==> src/rtl/core/sboi_pkg.sv <==
package sboi_pkg;

  localparam int NLANES    = 3;
  localparam int NSTG      = 9;
  localparam int CFG_IDX_W = 3;

  localparam logic [CFG_IDX_W-1:0] CFG_START_X = 3'd0;
  localparam logic [CFG_IDX_W-1:0] CFG_START_Y = 3'd1;
  localparam logic [CFG_IDX_W-1:0] CFG_START_Z = 3'd2;
  localparam logic [CFG_IDX_W-1:0] CFG_END_X   = 3'd3;
  localparam logic [CFG_IDX_W-1:0] CFG_END_Y   = 3'd4;
  localparam logic [CFG_IDX_W-1:0] CFG_END_Z   = 3'd5;

  // Load enables of the pipeline stages, first stage first.
  typedef struct packed {
    logic diff;
    logic absv;
    logic pp;
    logic mag;
    logic sgn;
    logic ord;
    logic pair;
    logic fin;
    logic outr;
  } sboi_pipe_en_t;

endpackage

==> src/rtl/core/sboi_merge.sv <==
module sboi_merge #(
  parameter int COORD_BITS = 32
) (
  input  logic                         clk,
  input  sboi_pkg::sboi_pipe_en_t      pen,
  input  logic signed [COORD_BITS-1:0] range_lo,
  input  logic signed [COORD_BITS-1:0] range_hi,
  input  logic signed [COORD_BITS-1:0] t_lo [sboi_pkg::NLANES],
  input  logic signed [COORD_BITS-1:0] t_hi [sboi_pkg::NLANES],
  output logic                         hit,
  output logic signed [COORD_BITS-1:0] t_enter,
  output logic signed [COORD_BITS-1:0] t_exit
);
  import sboi_pkg::*;

  localparam int RD = 6;

  logic signed [COORD_BITS-1:0] rl_r [RD];
  logic signed [COORD_BITS-1:0] rh_r [RD];
  logic signed [COORD_BITS-1:0] e01_r, e2r_r, x01_r, x2r_r;
  logic signed [COORD_BITS-1:0] enter_r, exit_r, enter_o_r, exit_o_r;
  logic                         hit_r;

  always_ff @(posedge clk) begin
    // carry the incoming interval alongside the lanes
    if (pen.diff) begin
      rl_r[0] <= range_lo;
      rh_r[0] <= range_hi;
    end
    if (pen.absv) begin
      rl_r[1] <= rl_r[0];
      rh_r[1] <= rh_r[0];
    end
    if (pen.pp) begin
      rl_r[2] <= rl_r[1];
      rh_r[2] <= rh_r[1];
    end
    if (pen.mag) begin
      rl_r[3] <= rl_r[2];
      rh_r[3] <= rh_r[2];
    end
    if (pen.sgn) begin
      rl_r[4] <= rl_r[3];
      rh_r[4] <= rh_r[3];
    end
    if (pen.ord) begin
      rl_r[5] <= rl_r[4];
      rh_r[5] <= rh_r[4];
    end
    if (pen.pair) begin
      e01_r <= (t_lo[0] > t_lo[1]) ? t_lo[0] : t_lo[1];
      e2r_r <= (t_lo[2] > rl_r[5]) ? t_lo[2] : rl_r[5];
      x01_r <= (t_hi[0] < t_hi[1]) ? t_hi[0] : t_hi[1];
      x2r_r <= (t_hi[2] < rh_r[5]) ? t_hi[2] : rh_r[5];
    end
    if (pen.fin) begin
      enter_r <= (e01_r > e2r_r) ? e01_r : e2r_r;
      exit_r  <= (x01_r < x2r_r) ? x01_r : x2r_r;
    end
    if (pen.outr) begin
      hit_r     <= (enter_r <= exit_r);
      enter_o_r <= enter_r;
      exit_o_r  <= exit_r;
    end
  end

  assign hit     = hit_r;
  assign t_enter = enter_o_r;
  assign t_exit  = exit_o_r;
endmodule

==> config.mk <==
export PLATFORM = sky130hd
export DESIGN_NAME = sboi_merge
export DESIGN_NICKNAME = d
export VERILOG_FILES = /design/src/rtl/core/sboi_pkg.sv /design/src/rtl/core/sboi_merge.sv
export SDC_FILE = /design/constraint.sdc
export NUM_CORES = 1
export LEC_CHECK = 0
export BUFFER_PORTS_ARGS = -buffer_cell sky130_fd_sc_hd__buf_2
export CAP_MARGIN = 20
export CORE_ASPECT_RATIO = 1.4
export CORE_UTILIZATION = 28
export CTS_CLUSTER_DIAMETER = 80
export CTS_CLUSTER_SIZE = 30
export DETAILED_ROUTE_END_ITERATION = 6
export PLACE_DENSITY_LB_ADDON = 0.2
export REMOVE_ABC_BUFFERS = 1
export SYNTH_ARGS = -nofsm -noshare
export SYNTH_HDL_FRONTEND = slang
export SYNTH_SLANG_ARGS = --single-unit
==> constraint.sdc <==
create_clock -name clk -period 3.76 [get_ports clk]
set_input_delay 0.752 -clock clk [delete_from_list [all_inputs] [get_ports clk]]
set_output_delay 0.752 -clock clk [all_outputs]
set_load 0.01 [all_outputs]
==> impl_metrics.py <==
metrics = {
    "outcome": {
        "run_status": "complete, no violations",
    },
    "synth": {
        "synth_area_leaders": "edfxtp_1 67%, ha_1 9.6%, mux2_2 3.8%",
        "synth_area_leader_cell": "edfxtp_1",
        "muxShareOfSynthArea_pct": 8.72,
        "netlist.area_leader.share_pct": 67.1,
        "ys_warn_count": 0,
        "mappedNetlistArea_um2": 28700,
        "async_flop_share_pct": 0,
        "synth_area_per_cell_um2": 15.4,
        "synth-seq-area-share_pct": 67.1,
        "yosys.area_share.simple_pct": 4.70,
        "synth-xor-area-share_pct": 0,
        "ys_types": 55,
        "syn_inst": 1868,
        "synth_seq_cells": 641,
        "synth_top_family_by_area": "adder cells",
        "synth_edf_count": 641,
        "synth_ff_type": "edfxtp_1",
        "synth_compound_area_share_pct": 5.93,
        "synth_fa_ha_area_share_pct": 9.64,
    },
    "place": {
        "portBuffers": 330,
        "place_area_um2": 32200,
        "place_hpwl_mm": 54.1,
        "place.gp.congestion": 0.843,
        "pre_cts_ws_ps": -34.4,
        "place_inst": 3516,
    },
    "final_layout": {
        "syn_to_final_growth_pct": 16.9,
        "nets": 2712,
        "fin_util_pct": 33.1,
        "layoutNonFillerInstCount": 3588,
        "drive_above_1_share_pct": 25.1,
        "n_fill_cell": 9831,
        "stdcell_area_um2": 33500,
        "multiInputGateArea_um2": 8360,
        "regArea_um2": 19200,
    },
    "floorplanning": {
        "die_h_um": 381,
        "coreArea_um2": 101000,
        "rows": 138,
        "start_util_pct": 28.3,
        "fp.dieArea_um2": 104000,
        "fp.dieW_um": 272,
        "ios": 331,
    },
    "power_and_ir_drop": {
        "peakVddDrop_mv": 0.303,
        "p_leak_nw": 13.9,
        "power.density_nw_per_um2": 491,
    },
    "drt": {
        "route.detailed.drc": 0,
        "drt_iter0_markers": 802,
        "first_pass_iters": 5,
        "antenna_left": 0,
        "viasPerCell": 4.38,
        "via_count": 15700,
        "wl_mm": 68.8,
        "wl_per_cell_um": 19.2,
    },
    "global_routing": {
        "grt_pass1_wl_mm": 102,
        "grt_max_degree": 129,
        "grt_pass1_vias": 16300,
        "grt_antenna_before_repair": 35,
        "grt_usage_pct": 13.1,
        "gr-total-overflow": 0,
    },
    "cts": {
        "cts_resized": 0,
        "h-tree-depth": 2,
        "cts_tree": "yes",
        "path_clk_slew_ps": 100,
        "cts.sinks": 641,
        "cts_hold_buf": 0,
        "clkLatencyLatePin_ps": 610,
        "postCtsSetupBuffers": 0,
        "cts_buffers": 37,
        "cts_root_buffer": "clkbuf_16",
        "cts_buffer_depth": 3,
    },
    "sta": {
        "slew_violations": 0,
        "grt_setup_unrepaired": "false",
        "layout_min_cycle_time_ps": 3320,
        "postLayoutSetupSlackWorst_ps": 438,
        "period_share_pct": 88.3,
        "max_clock_freq_ghz": 0.301,
        "clock_skew_ps": 50.0,
        "setup_viol": 0,
        "max_slew.worst_pin.slew_ps": 996,
        "slew_headroom_pct": 33.6,
        "hold_violations": 0,
    },
    "flow_run": {
        "drv_cap": 0,
    },
    "critical_path": {
        "setup.worst_path.end_class": "flop",
        "crit_arrival_ps": 3630,
        "worst-path-max-fanout": 20,
        "path_class": "reg2reg",
        "required_ps": 4070,
        "start_kind": "flop",
    },
    "worst_hold_path": {
        "min_path_type": "in2reg",
    },
}
-- path summary, 6_finish.rpt --
path / start / end / slack, ps / cells after the start
min reg2reg: rl_r[1][22] / rl_r[2][22] / 420 / 0
min: range_hi[10] / rh_r[0][10] / 320 / 1
max: x01_r[2] / exit_r[4] / 440 / 9
max reg2reg: x01_r[2] / exit_r[4] / 440 / 9
-- critical path, cell delays in order, from the launching register on --
cell and delay, ps:
edfxtp_1 430, ha_1 330, a211o_1 290, a31oi_1 140
nor3_1 60, o311a_1 370, o31ai_1 330, a31o_2 450
buf_12 220, mux2_2 410
-- layout by cell type, fill, tap and decap left out, types with 3 or more instances in the layout --
cell / instances
mux2_2: 98
a221oi_1: 3
nor2b_1: 8
a21oi_1: 109
a21o_1: 31
a2111oi_0: 3
a211oi_1: 6
and3b_1: 32
mux2i_1: 96
mux2_4: 29
buf_4: 26
a311o_1: 32
o211ai_1: 6
edfxtp_1: 641
nand3_1: 15
o21bai_1: 3
o21ai_0: 28
buf_2: 329
nand4_1: 37
nor3_1: 7
inv_1: 229
nor2_1: 23
or4_1: 3
clkbuf_16: 38
diode_2: 9
inv_12: 3
nand2_1: 107
clkinv_2: 3
buf_12: 10
nand2b_1: 4
inv_16: 5
ha_1: 221
clkinv_8: 4
and4_1: 4
nor4_1: 7
o21a_1: 4
-- power by group --
group / total (mW) / internal (mW) / leakage [nW] / switching [mW]
clock network: 4.74 / 2.10 / 0.639 / 2.64
registers: 9.13 / 8.71 / 6.27 / 0.412
logic: 2.57 / 1.20 / 6.95 / 1.37
total: 16.4 / 12.0 / 13.9 / 4.42
-- through the flow --
stage          hold WS, ps  total power [mW]  setup TNS [ps]
2_1_floorplan          400              10.6         -136930
3_3_place_gp           400              11.8               0
3_5_place_dp           405              11.9            -399
4_1_cts                261              16.8               0
5_1_grt                271              17.3               0
6_report               319              16.4               0
-- registers in the layout, summed over array words and instances, names as in the netlist --
signal	cells
rh_r	192
rl_r	192
e01_r	32
e2r_r	32
enter_r	32
exit_r	32
t_enter	32
t_exit	32
x01_r	32
x2r_r	32
hit	1
-- cell usage after synthesis, drive strengths merged, types with 3 or more instances --
cell,instances
a2111oi,3
a211oi,7
a21o,31
a21oi,109
a221oi,3
a311o,32
and3b,32
and4,4
buf,21
clkbuf,26
edfxtp,641
ha,221
inv,229
mux2,127
mux2i,96
nand2,107
nand2b,4
nand3,15
nand4,37
nor2,23
nor2b,9
nor3,7
nor4,7
o211ai,6
o21a,4
o21ai,29
o21bai,3
or4,3
-- routing by layer --
layer | routed length (µm) | up-vias | part of all wire [%] | track usage, %
li1 | - | 7750 | - | -
met1 | 29100 | 7492 | 42 | 16.0
met2 | 33900 | 341 | 49 | 22.6
met3 | 3440 | 120 | 5.0 | 2.80
met4 | 2200 | 22 | 3.2 | 4.93
met5 | 127 | - | 0.18 | 0
-- area by class of cell --
type / instances / area share [%]
sequential: 641 / 57.4
multi-input combinational: 951 / 24.9
timing repair buffer: 365 / 6.09
tap: 1330 / 4.96
clock buffer: 38 / 2.84
inverter: 229 / 2.56
clock inverter: 25 / 1.12
antenna: 9 / 0.0672
-- logic make-up (layout without fill, tap and decap cells) --
logic type | count (synthesis) | count (layout)
buf+inv | 276 | 657
mux | 223 | 223
simple gates | 254 | 254
flops | 641 | 641
fa+ha+maj | 221 | 221
compound gates | 253 | 253
other cells | 0 | 9
(Power assumes the default switching activity.)
